File: config.mk
export PLATFORM = sky130hd
export DESIGN_NAME = mtbp_ctrl
export DESIGN_NICKNAME = d
export VERILOG_FILES = /design/src/hw/rtl/mtbp_pkg.sv /design/src/hw/rtl/mtbp_ctrl.sv
export SDC_FILE = /design/constraint.sdc
export NUM_CORES = 1
export LEC_CHECK = 0
export ABC_AREA = 0
export BUFFER_PORTS_ARGS = -buffer_cell sky130_fd_sc_hd__buf_2
export CELL_PAD_IN_SITES_DETAIL_PLACEMENT = 0
export CELL_PAD_IN_SITES_GLOBAL_PLACEMENT = 1
export CORE_AREA = 4 4 41 43
export DETAILED_ROUTE_END_ITERATION = 12
export DIE_AREA = 0 0 45 47
export GPL_TIMING_DRIVEN = 0
export PLACE_DENSITY = 0.68
export SETUP_SLACK_MARGIN = 0.15
export SYNTH_ARGS = -nofsm -noshare
export SYNTH_HDL_FRONTEND = slang
export SYNTH_SLANG_ARGS = --single-unit
File: constraint.sdc
create_clock -name clk -period 2.1 [get_ports clk]
set_clock_uncertainty 0.15 [all_clocks]
set_input_delay 0.105 -clock clk [delete_from_list [all_inputs] [get_ports clk]]
set_output_delay 0.105 -clock clk [all_outputs]
set_load 0.02 [all_outputs]
File: src/hw/rtl/mtbp_pkg.sv
// Shared types and constants for the MCU threshold bitmap packer.
// Holds the item mode codes, register indexes and controller/datapath structs.
// No dependencies.
package mtbp_pkg;

    // Item modes
    localparam logic [1:0] MODE_PUSH  = 2'd0;
    localparam logic [1:0] MODE_START = 2'd1;
    localparam logic [1:0] MODE_READ  = 2'd2;

    // Configuration register indexes
    localparam int         CFG_IDX_W      = 3;
    localparam int         CFG_DATA_W     = 8;
    localparam logic [2:0] REG_THRESHOLD  = 3'd0;
    localparam logic [2:0] REG_IMG_WIDTH  = 3'd1;
    localparam logic [2:0] REG_IMG_HEIGHT = 3'd2;
    localparam logic [2:0] REG_MCU_WIDTH  = 3'd3;
    localparam logic [2:0] REG_MCU_HEIGHT = 3'd4;

    // Register reset values
    localparam logic [7:0] RST_THRESHOLD  = 8'd128;
    localparam logic [7:0] RST_IMG_WIDTH  = 8'd144;
    localparam logic [7:0] RST_IMG_HEIGHT = 8'd168;
    localparam logic [4:0] RST_MCU_SIZE   = 5'd8;

    // Controller to datapath commands
    typedef struct packed {
        logic in_load;   // latch the accepted item, step counters or clear them
        logic idx_calc;  // form the pixel/byte index
        logic mem_read;  // read the store byte
        logic finish;    // write back and load the output register
        logic clr_step;  // zero one store byte of the clearing sweep
    } ctrl_cmd_t;

    // Datapath to controller status
    typedef struct packed {
        logic clr_last;  // sweep is at the last store byte
    } dp_stat_t;

endpackage

File: src/hw/rtl/mtbp_ctrl.sv
// Controller state machine of the bitmap packer: sequences each item and the
// store clearing sweep. Depends on mtbp_pkg.
module mtbp_ctrl
    import mtbp_pkg::*;
(
    input  logic       clk,
    input  logic       rst_n,
    input  logic       in_valid,
    input  logic [1:0] in_mode,
    output logic       in_ready,
    output logic       out_valid,
    input  logic       out_ready,
    input  dp_stat_t   stat,
    output ctrl_cmd_t  cmd
);

    localparam logic [2:0] ST_INIT = 3'd0;  // sweep after reset
    localparam logic [2:0] ST_IDLE = 3'd1;
    localparam logic [2:0] ST_IDX  = 3'd2;
    localparam logic [2:0] ST_RD   = 3'd3;
    localparam logic [2:0] ST_DONE = 3'd4;
    localparam logic [2:0] ST_WIPE = 3'd5;  // sweep for a start item

    logic [2:0] state_reg, state_next;
    logic       out_valid_reg, out_valid_next;

    // Command decode
    always_comb
    begin
        in_ready     = (state_reg == ST_IDLE);
        cmd.in_load  = in_ready && in_valid;
        cmd.idx_calc = (state_reg == ST_IDX);
        cmd.mem_read = (state_reg == ST_RD);
        cmd.finish   = (state_reg == ST_DONE) && (!out_valid_reg || out_ready);
        cmd.clr_step = (state_reg == ST_INIT) || (state_reg == ST_WIPE);
    end

    // Next state
    always_comb
    begin
        state_next = state_reg;
        unique case (state_reg)
            ST_INIT:
            begin
                if (stat.clr_last)
                    state_next = ST_IDLE;
            end
            ST_IDLE:
            begin
                if (cmd.in_load)
                begin
                    unique case (in_mode)
                        MODE_PUSH, MODE_READ: state_next = ST_IDX;
                        MODE_START:           state_next = ST_WIPE;
                        default:              state_next = ST_DONE;
                    endcase
                end
            end
            ST_IDX:  state_next = ST_RD;
            ST_RD:   state_next = ST_DONE;
            ST_DONE:
            begin
                if (cmd.finish)
                    state_next = ST_IDLE;
            end
            ST_WIPE:
            begin
                if (stat.clr_last)
                    state_next = ST_DONE;
            end
            default: state_next = ST_INIT;
        endcase
    end

    // Output register valid
    always_comb
    begin
        if (cmd.finish)
            out_valid_next = 1'b1;
        else if (out_ready)
            out_valid_next = 1'b0;
        else
            out_valid_next = out_valid_reg;
    end

    always_ff @(posedge clk or negedge rst_n)
    begin
        if (!rst_n)
        begin
            state_reg     <= ST_INIT;
            out_valid_reg <= 1'b0;
        end
        else
        begin
            state_reg     <= state_next;
            out_valid_reg <= out_valid_next;
        end
    end

    assign out_valid = out_valid_reg;

endmodule

Word level (Yosys, flattened, before mapping)
Cells that the tools add are included.

Input bits: 7. Output and inout bits: 7. ROM bits: 0. Memories kept: 0. Register bits after elaboration: 4. Word-level logic and storage cells: 31. RAM bits: 0. Bits in latches: 0.

Add/sub/neg operators: 0. Equal/unequal tests: 11. Multiply operators: 0. Divide/modulo/power cells: 0. Bitwise operators: 0. Order comparisons: 0. Reductions and logical operators: 10. Shift operators: 0. Mux-type cells: 8.

Operator list (number): one-hot mux 3 bit (6 select lines) (1); 2-to-1 mux 3 bit (4); equality test 3 x 2 -> 1 bit (second input constant) (2); equality test 3 bit (second input constant) (2); inequality test 2 bit (second input constant) (3); one-hot mux 3 bit (2 select lines) (1); AND reduction 4 bit (1); equality test 3 x 1 -> 1 bit (second input constant) (1); logical NOT 3 bit (1); equality test 2 x 1 -> 1 bit (second input constant) (1); equality test 2 bit (second input constant) (1); logical AND 1 bit (2); logical NOT 2 bit (1); logical OR 1 bit (2); 2-to-1 mux 1 bit (2); inequality test 2 x 1 -> 1 bit (second input constant) (1); nonzero test 2 bit (1); OR reduction 2 bit (1); logical NOT 1 bit (1).

Depth between registers and ports, before layout
Gate-level depths: netlist (run 1).

Depth in word-level cells: 5. Depth in mapped cells: 5. Depth with buffers taken out: 3.

Least setup slack after synthesis (run 1)
Ideal clock, no wire load.

Kind: register to output. Start point: reg state_reg[2]. End point: out cmd[4] (netlist name). Slack: 0.651 ns. Stages on the path, launching flop included: 4. Buffers on the path: 1. Data required time: 1.845 ns. Arrival: 1.194 ns. Cells stage by stage: dfrtp_1 -> buf_2 -> nor3b_2 -> and2_1.

RTL lines: start, declared (line mtbp_ctrl.sv:24) `logic [2:0] state_reg, state_next;`; start signal, assigned (line mtbp_ctrl.sv:95) `state_reg <= state_next;`; end, declared (line mtbp_ctrl.sv:14) `output ctrl_cmd_t cmd`.

==> results.py, run 1 <==
metrics = {
    "placement": {
        "dp_slack_ns": 0.646,
        "numPortBuffers": 13,
        "dp_hpwl_um": 496,
        "place_congestion": 0.685,
    },
    "drt": {
        "drt-pass1-iter-count": 5,
        "drt-total-wl_um": 626,
        "ant_nets": 0,
        "drtIter0Drc": 2,
        "post_drt_via_cell_ratio": 4.25,
        "vias": 272,
        "wl_per_cell_um": 9.78,
        "drc": 0,
    },
    "cts": {
        "insertion_delay_ns": 0.23,
        "path_clk_slew_ns": 0.04,
        "cts_tree": "built",
        "cts_max_path_buffers": 2,
        "post_cts_resized": 0,
        "holdBufCountCts": 1,
        "root_buffer": "clkbuf_4",
        "cts_setup_buffers": 0,
        "cts-buffers-inserted": 3,
        "cts_num_sinks": 4,
        "cts-htree-levels": 1,
    },
    "synth": {
        "synth_edf_count": 0,
        "async_reset_ff_share_pct": 100,
        "synth_ff_type": "dfrtp_1",
        "netlist.area_leader.share_pct": 36.2,
        "netlist_instances": 32,
        "yosys_warnings": 0,
        "yosysUniqueCellTypes": 20,
        "synth_most_common_cell": "nor2_1",
        "yosys-top-cells-area": "dfrtp_1 36%, nor2_1 6.8%, nor3_1 5.4%, nand2b_1 4.5%, nor3b_2 4.5%",
        "synth_fp_nets": 39,
        "synth_area_per_cell_sq_um": 8.64,
        "yosysTopAreaCell": "dfrtp_1",
        "ys_seq_elements": 4,
        "synthTopCellsByCount": "5 x nor2_1, 4 x dfrtp_1, 3 x nor3_1",
        "netlist_area_sq_um": 277,
        "ys_seq_area_share_pct": 36.2,
    },
    "timing": {
        "fin_ws_ns": 0.490,
        "slew_headroom_pct": 80.8,
        "fin_crit_sh_pct": 76.7,
        "setup_tns_ns": 0,
        "rsz0062_at_grt": "no",
        "fmax_mhz": 621,
        "hold_viol_final": 0,
        "tightest_slew_ns": 0.287,
        "setup_viol": 0,
        "holdWs_ns": 0.0526,
        "slew_violations": 0,
        "fin_crit_ns": 1.61,
    },
    "floorplan": {
        "fp-row-count": 13,
        "io_pins": 14,
        "die_area_sq_um": 2120,
        "die_y_um": 47,
        "die_x_um": 45,
        "start_util_pct": 21.2,
        "core-area_sq_um": 1300,
    },
    "setup_path": {
        "arrival_ns": 1.35,
        "cp-startpoint": "state_reg[0]",
        "path_class": "reg -> out",
        "critPathMaxStageDelay_ns": 0.45,
        "crit_buf_inv": 3,
        "path_cells": "clkinv_1 > nand3_1 > nor2_1 > buf_4 > buf_2",
        "path_max_fanout": 7,
        "r2r-start": "state_reg[0]",
        "rrSetupSlack_ns": 0.67,
        "start_kind": "flop",
        "crit_path_end_kind": "output port",
        "critPathTopFamily": "buffers and inverters",
        "required_ns": 1.85,
        "worstReg2RegEnd": "state_reg[0]",
        "ff2ff_path_depth": 3,
        "cp_slowest_cell": "dfrtp_1",
    },
    "pwr": {
        "peakVddDrop_mv": 0.506,
        "p_leak_nw": 0.209,
        "p_per_area_nw_per_um2": 1590,
    },
    "global_routing": {
        "grt_pass1_wl_um": 931,
        "grt_start_max_net_pins": 11,
        "antenna_found_initial": 0,
        "grt_overflow": 0,
        "track_usage_pct": 6.59,
        "grt_pass1_vias": 227,
    },
    "status": {
        "status": "complete, no violations",
    },
    "min_path": {
        "hold_depth": 3,
        "hold-path-endpoint": "out_valid",
        "hold_start": "out_ready",
        "hp-class": "in -> reg",
    },
    "run": {
        "cap_violations": 0,
    },
    "final_layout": {
        "area_growth_pct": 42.1,
        "antennaDiodeCount": 0,
        "drive_above_1_share_pct": 44.9,
        "largest_reg_flops": 3,
        "finalNetCount": 58,
    },
}
-- per-stage QoR --
stage                     util, %  instance area, sq um  power [mW]  instances
after floorplan                 -                   277       0.430         32
after global placement       27.7                   360       0.537         60
after detailed placement     27.7                   360       0.539         60
after CTS                    30.2                   393       0.638         64
after global routing         30.2                   393       0.680         64
final                        30.2                   393       0.624         64
-- worst min-delay path, stage by stage --
cell,delay [ns]
buf_2,0.07
nor2b_1,0.07
nand2b_1,0.14
-- kinds of logic after synthesis --
group | Yosys count | share of synthesized area [%]
AO/OA/AOI/OAI | 5 | 15.4
XOR/XNOR | 1 | 3.17
buffers and inverters | 5 | 9.05
flip-flops | 4 | 36.2
multiplexers | 1 | 3.62
AND/OR/NAND/NOR | 16 | 32.6
-- cells in the final DEF, fill, tap and decap left out, drive strengths merged --
master	count
buf	16
nor2	5
dfrtp	4
nor3	3
clkbuf	3
nand2b	2
a21oi	2
inv	1
nor3b	1
clkinv	1
and2	1
nor2b	1
nand3	1
xor2	1
nor4bb	1
mux2i	1
a21boi	1
a311o	1
nand2	1
o221a	1
dlygate4sd3	1
-- power breakdown --
part | switching [mW] | internal [mW]
Clock | 0.0293 | 0.0638
Combinational | 0.232 | 0.161
Sequential | 0.0244 | 0.113
-- layer usage --
metal	GRT usage, %	share of wire (%)	wire length (um)
met1	7.14	46	290
met2	9.60	49	305
met3	5.75	5.0	31
met4	1.75	0	0
met5	0	0	0
-- area by class of cell --
class / count / area, sq um
Multi-Input combinational cell: 23 / 151
Sequential cell: 4 / 100
Timing Repair Buffer: 14 / 75.1
Inverter: 2 / 7.51
Buffer: 3 / 17.5
Clock buffer: 3 / 22.5
Tap cell: 15 / 18.8
Fill cell: 155 / 908
-- how the worst max path moves through the flow --
stage          cells past startpoint            to
6_report                           5        cmd[1]
5_1_grt                            5        cmd[1]
4_1_cts                            5        cmd[1]
3_5_place_dp                       3  state_reg[0]
3_3_place_gp                       3  state_reg[0]
2_1_floorplan                      3        cmd[4]
(Power assumes the default switching activity.)
==> run 2: changes to the inputs <==
- clock period: 2.1 -> 1.6 ns (I/O delays scaled with it)
==> results.py, run 2 (synthesis gave the netlist of run 1 again) <==
metrics = {
    "cts": {
        "path_clk_slew_ns": 0.04,
        "root_buffer": "clkbuf_4",
        "cts_num_sinks": 4,
        "insertion_delay_ns": 0.23,
        "cts-htree-levels": 1,
        "cts_max_path_buffers": 2,
        "cts_tree": "built",
        "cts-buffers-inserted": 3,
    },
    "setup_path": {
        "crit_path_end_kind": "output port",
        "path_class": "reg -> out",
        "crit_buf_inv": 2,
        "cp-startpoint": "state_reg[2]",
        "r2r-start": "out_valid",
        "start_kind": "flop",
        "path_common_cell": "buf_6",
        "path_cells": "buf_6 > nor3b_4 > and2_4 > buf_6",
        "arrival_ns": 1.21,
        "required_ns": 1.37,
        "path_max_fanout": 10,
        "rrSetupSlack_ns": 0.27,
        "critPathTopFamily": "simple AND/OR/NAND/NOR gates",
        "critPathMaxStageDelay_ns": 0.36,
        "worstReg2RegEnd": "state_reg[0]",
        "cp_slowest_cell": "dfrtp_1",
        "ff2ff_path_depth": 3,
    },
    "pwr": {
        "power_frac_seq_pct": 18.4,
        "switchingPower_uw": 429,
        "p_per_area_nw_per_um2": 2190,
        "internal_power_uw": 590,
        "swShare_pct": 42.1,
        "power_frac_comb_pct": 69.6,
        "p_leak_nw": 0.234,
        "peakVddDrop_mv": 0.729,
        "clockPowerShare_pct": 12.0,
    },
    "final_layout": {
        "antennaDiodeCount": 0,
        "final_cell_mix": "10 x buf_2, 5 x buf_6, 5 x nor2_1",
        "mostFrequentLayoutCell": "buf_2",
        "finalNetCount": 61,
        "area_growth_pct": 68.3,
        "drive_above_1_share_pct": 57.7,
        "design_area_sq_um": 465,
        "instances_no_fill": 67,
        "largest_reg_flops": 3,
    },
    "timing": {
        "fin_crit_ns": 1.44,
        "setup_viol": 0,
        "slew_violations": 0,
        "hold_viol_final": 0,
        "fin_crit_sh_pct": 90.1,
        "fmax_mhz": 693,
        "rsz0062_at_grt": "yes",
        "slew_headroom_pct": 81.6,
        "setup_tns_ns": 0,
        "tightest_slew_ns": 0.275,
    },
    "min_path": {
        "hp-class": "in -> reg",
        "hold_depth": 3,
        "hold-path-endpoint": "out_valid",
        "hold_start": "out_ready",
    },
    "placement": {
        "numPortBuffers": 13,
        "place_congestion": 0.685,
        "dp_hpwl_um": 496,
        "place_area_sq_um": 360,
        "placed_cells": 60,
    },
    "drt": {
        "wl_per_cell_um": 10.2,
        "drt-pass1-iter-count": 4,
        "drc": 0,
        "vias": 291,
        "post_drt_via_cell_ratio": 4.34,
        "drtIter0Drc": 4,
        "ant_nets": 0,
        "drt-total-wl_um": 681,
    },
    "global_routing": {
        "track_usage_pct": 7.30,
        "grt_pass1_wl_um": 1040,
        "grt_overflow": 0,
        "grt_start_max_net_pins": 11,
        "grt_pass1_vias": 259,
        "antenna_found_initial": 0,
    },
    "floorplan": {
        "die_x_um": 45,
        "io_pins": 14,
        "die_y_um": 47,
        "die_area_sq_um": 2120,
        "start_util_pct": 21.2,
        "fp-row-count": 13,
        "core-area_sq_um": 1300,
    },
    "run": {
        "cap_violations": 0,
    },
    "status": {
        "status": "complete, no violations",
    },
}
[run 2: changes by cell type in the layout (fill, tap and decap cells not counted), sizes merged]
cell	previous run	this run
buf	16	19
[run 2: timing repair]
item / 4_1_cts / 5_1_grt
hold buffers: 1 / 0
setup buffers: 2 / 1
pin swaps: 3 / 3
resized for setup: 12 / 5
endpoints found under the setup margin: 4 / 3
endpoints found under the hold margin: 4 / 0
[run 2: cell type report]
cell class,count,area [sq um]
Clock buffer,3,22.5
Buffer,3,30.0
Inverter,2,11.3
Tap cell,15,18.8
Multi-Input combinational cell,23,165
Fill cell,145,836
Timing Repair Buffer,17,116
Sequential cell,4,101
[run 2: worst register-to-register path, cell delays in order (launching register included)]
cell     delay [ns]
dfrtp_1        0.32
nor2b_1        0.26
mux2i_1        0.12
a311o_1        0.36
[run 2: routing by layer]
| layer | share of wire [%] | vias to the layer above | global-route usage, % |
|---|---|---|---|
| met3 | 4.4 | 0 | 5.75 |
| met4 | 0 | 0 | 1.75 |
| met1 | 45 | 136 | 7.37 |
| met2 | 50 | 6 | 11.9 |
| met5 | 0 | - | 0 |
| li1 | - | 149 | - |
[run 2: worst max path at each step]
stage                         endpoint  cells past startpoint
after floorplan           state_reg[0]                      4
after global placement    state_reg[0]                      3
after detailed placement  state_reg[0]                      3
after CTS                       cmd[1]                      6
after global routing            cmd[4]                      4
final                           cmd[4]                      4
[run 2: per-stage QoR]
step / power, mW / utilization (%) / hold WS (ns) / setup slack, ns
floorplan: 0.565 / - / -0.366 / 0.172
global placement: 0.705 / 27.7 / -0.261 / 0.148
detailed placement: 0.708 / 27.7 / -0.257 / 0.146
CTS: 0.964 / 33.8 / 0.0191 / 0.148
global route: 1.10 / 35.8 / 0.0424 / 0.0827
finish: 1.02 / 35.8 / 0.0225 / 0.158
[run 2: power groups by stage]
stage                     Combinational, mW  Clock (mW)  Sequential [mW]
after floorplan                       0.376           0            0.189
after global placement                0.521           0            0.183
after detailed placement              0.525           0            0.183
after CTS                             0.652       0.128            0.184
after global routing                  0.765       0.139            0.195
final                                 0.710       0.122            0.188
==> run 3: changes to the inputs <==
- BUFFER_PORTS_ARGS: -buffer_cell sky130_fd_sc_hd__buf_2 -> -buffer_cell sky130_fd_sc_hd__buf_4
==> results.py, run 3 (synthesis gave the netlist of run 1 again) <==
metrics = {
    "floorplan": {
        "start_util_pct": 21.2,
        "io_pins": 14,
        "fp-row-count": 13,
        "die_y_um": 47,
        "die_area_sq_um": 2120,
        "die_x_um": 45,
        "core-area_sq_um": 1300,
    },
    "setup_path": {
        "path_class": "reg -> out",
        "crit_path_end_kind": "output port",
        "required_ns": 1.37,
        "critPathTopFamily": "simple AND/OR/NAND/NOR gates",
        "start_kind": "flop",
        "crit_buf_inv": 2,
        "path_cells": "buf_6 > nor3b_4 > and2_4 > buf_6",
        "path_max_fanout": 4,
        "arrival_ns": 1.23,
        "rrSetupSlack_ns": 0.28,
        "cp-startpoint": "state_reg[1]",
        "r2r-start": "state_reg[1]",
        "critPathMaxStageDelay_ns": 0.36,
        "path_common_cell": "buf_6",
        "cp_slowest_cell": "dfrtp_1",
    },
    "cts": {
        "cts_max_path_buffers": 2,
        "cts-buffers-inserted": 3,
        "path_clk_slew_ns": 0.04,
        "cts_tree": "built",
        "insertion_delay_ns": 0.24,
        "cts-htree-levels": 1,
        "root_buffer": "clkbuf_4",
        "cts_num_sinks": 4,
    },
    "final_layout": {
        "area_growth_pct": 79.6,
        "final_cell_mix": "17 x buf_4, 4 x nor2_1",
        "final-seq-area_sq_um": 101,
        "mostFrequentLayoutCell": "buf_4",
        "instances_no_fill": 68,
        "drive_above_1_share_pct": 62.3,
        "finalNetCount": 62,
        "antennaDiodeCount": 0,
        "largest_reg_flops": 3,
        "multi_input_area_sq_um": 170,
        "n_fill_cell": 152,
        "fin_util_pct": 38.2,
    },
    "drt": {
        "drt-total-wl_um": 761,
        "ant_nets": 0,
        "drtIter0Drc": 0,
        "wl_per_cell_um": 11.2,
        "drc": 0,
        "drt-pass1-iter-count": 1,
        "post_drt_via_cell_ratio": 4.50,
        "vias": 306,
    },
    "timing": {
        "fin_crit_sh_pct": 91.4,
        "slew_violations": 0,
        "hold_viol_final": 0,
        "slew_headroom_pct": 82.6,
        "fin_crit_ns": 1.46,
        "fmax_mhz": 684,
        "tightest_slew_ns": 0.257,
        "setup_tns_ns": 0,
        "setup_viol": 0,
        "rsz0062_at_grt": "yes",
    },
    "placement": {
        "place_congestion": 0.685,
        "dp_hpwl_um": 518,
        "placed_cells": 60,
        "numPortBuffers": 13,
    },
    "global_routing": {
        "grt_pass1_wl_um": 1170,
        "antenna_found_initial": 0,
        "grt_overflow": 0,
        "grt_start_max_net_pins": 10,
        "grt_pass1_vias": 269,
        "track_usage_pct": 8.72,
    },
    "pwr": {
        "p_per_area_nw_per_um2": 2150,
        "p_leak_nw": 0.243,
        "peakVddDrop_mv": 0.726,
    },
    "status": {
        "status": "complete, no violations",
    },
    "min_path": {
        "hp-class": "in -> reg",
        "hold_start": "out_ready",
    },
    "run": {
        "cap_violations": 0,
    },
}
[run 3: cell count changes in the layout (fill, tap and decap cells not counted), sizes merged]
cell    previous run  this run
clkinv             1         0
buf               19        20
inv                1         2
[run 3: path summary, 6_finish.rpt]
| kind | endpoint | depth (start not counted) |
|---|---|---|
| max in group asynchronous | state_reg[0] | 2 |
| worst max-delay path | cmd[4] | 4 |
| worst min register to register | out_valid | 3 |
| worst min-delay path | out_valid | 3 |
| min in group asynchronous | state_reg[2] | 2 |
| worst max register to register | state_reg[1] | 5 |
[run 3: layout make-up]
cell class	count	share of cell area [%]
plain buffers	3	6.05
well taps	15	3.78
clock buffers	3	4.53
multi-input cells	23	34.3
inverters	2	2.52
repair buffers	18	28.5
flip-flops and latches	4	20.4
[run 3: power by group]
part	total [mW]	switching [mW]	internal, mW
clock network	0.125	0.0410	0.0839
logic	0.745	0.359	0.386
registers	0.197	0.0451	0.152
[run 3: repair_timing]
| item | 4_1_cts | 5_1_grt |
|---|---|---|
| buffers inserted | 2 | 2 |
| cloned | 0 | 0 |
| endpoints found under the setup margin | 4 | 3 |
| pin swaps | 3 | 0 |
| hold buffers | 1 | 0 |
| resized for setup | 12 | 3 |
| hold endpoints to repair | 4 | 0 |
[run 3: per-layer routing]
metal,global-route usage [%],wire (um)
met1,8.74,313
met4,5.26,7
met5,0,0
met3,6.90,51
met2,12.7,388
[run 3: metrics by stage]
step	area (sq um)	setup WS, ns	total power [mW]	hold WS, ns
2_1_floorplan	277	0.172	0.565	-0.366
3_3_place_gp	393	0.143	0.763	-0.272
3_5_place_dp	393	0.158	0.768	-0.270
4_1_cts	475	0.144	1.03	0.0155
5_1_grt	497	0.0890	1.14	0.00909
6_report	497	0.138	1.07	0.00478
[run 3: tightest hold or removal path, delay by kind of cell]
| family | cells | cell delay [ns] |
|---|---|---|
| AND/OR/NAND/NOR | 2 | 0.18 |
| buffers and inverters | 1 | 0.08 |
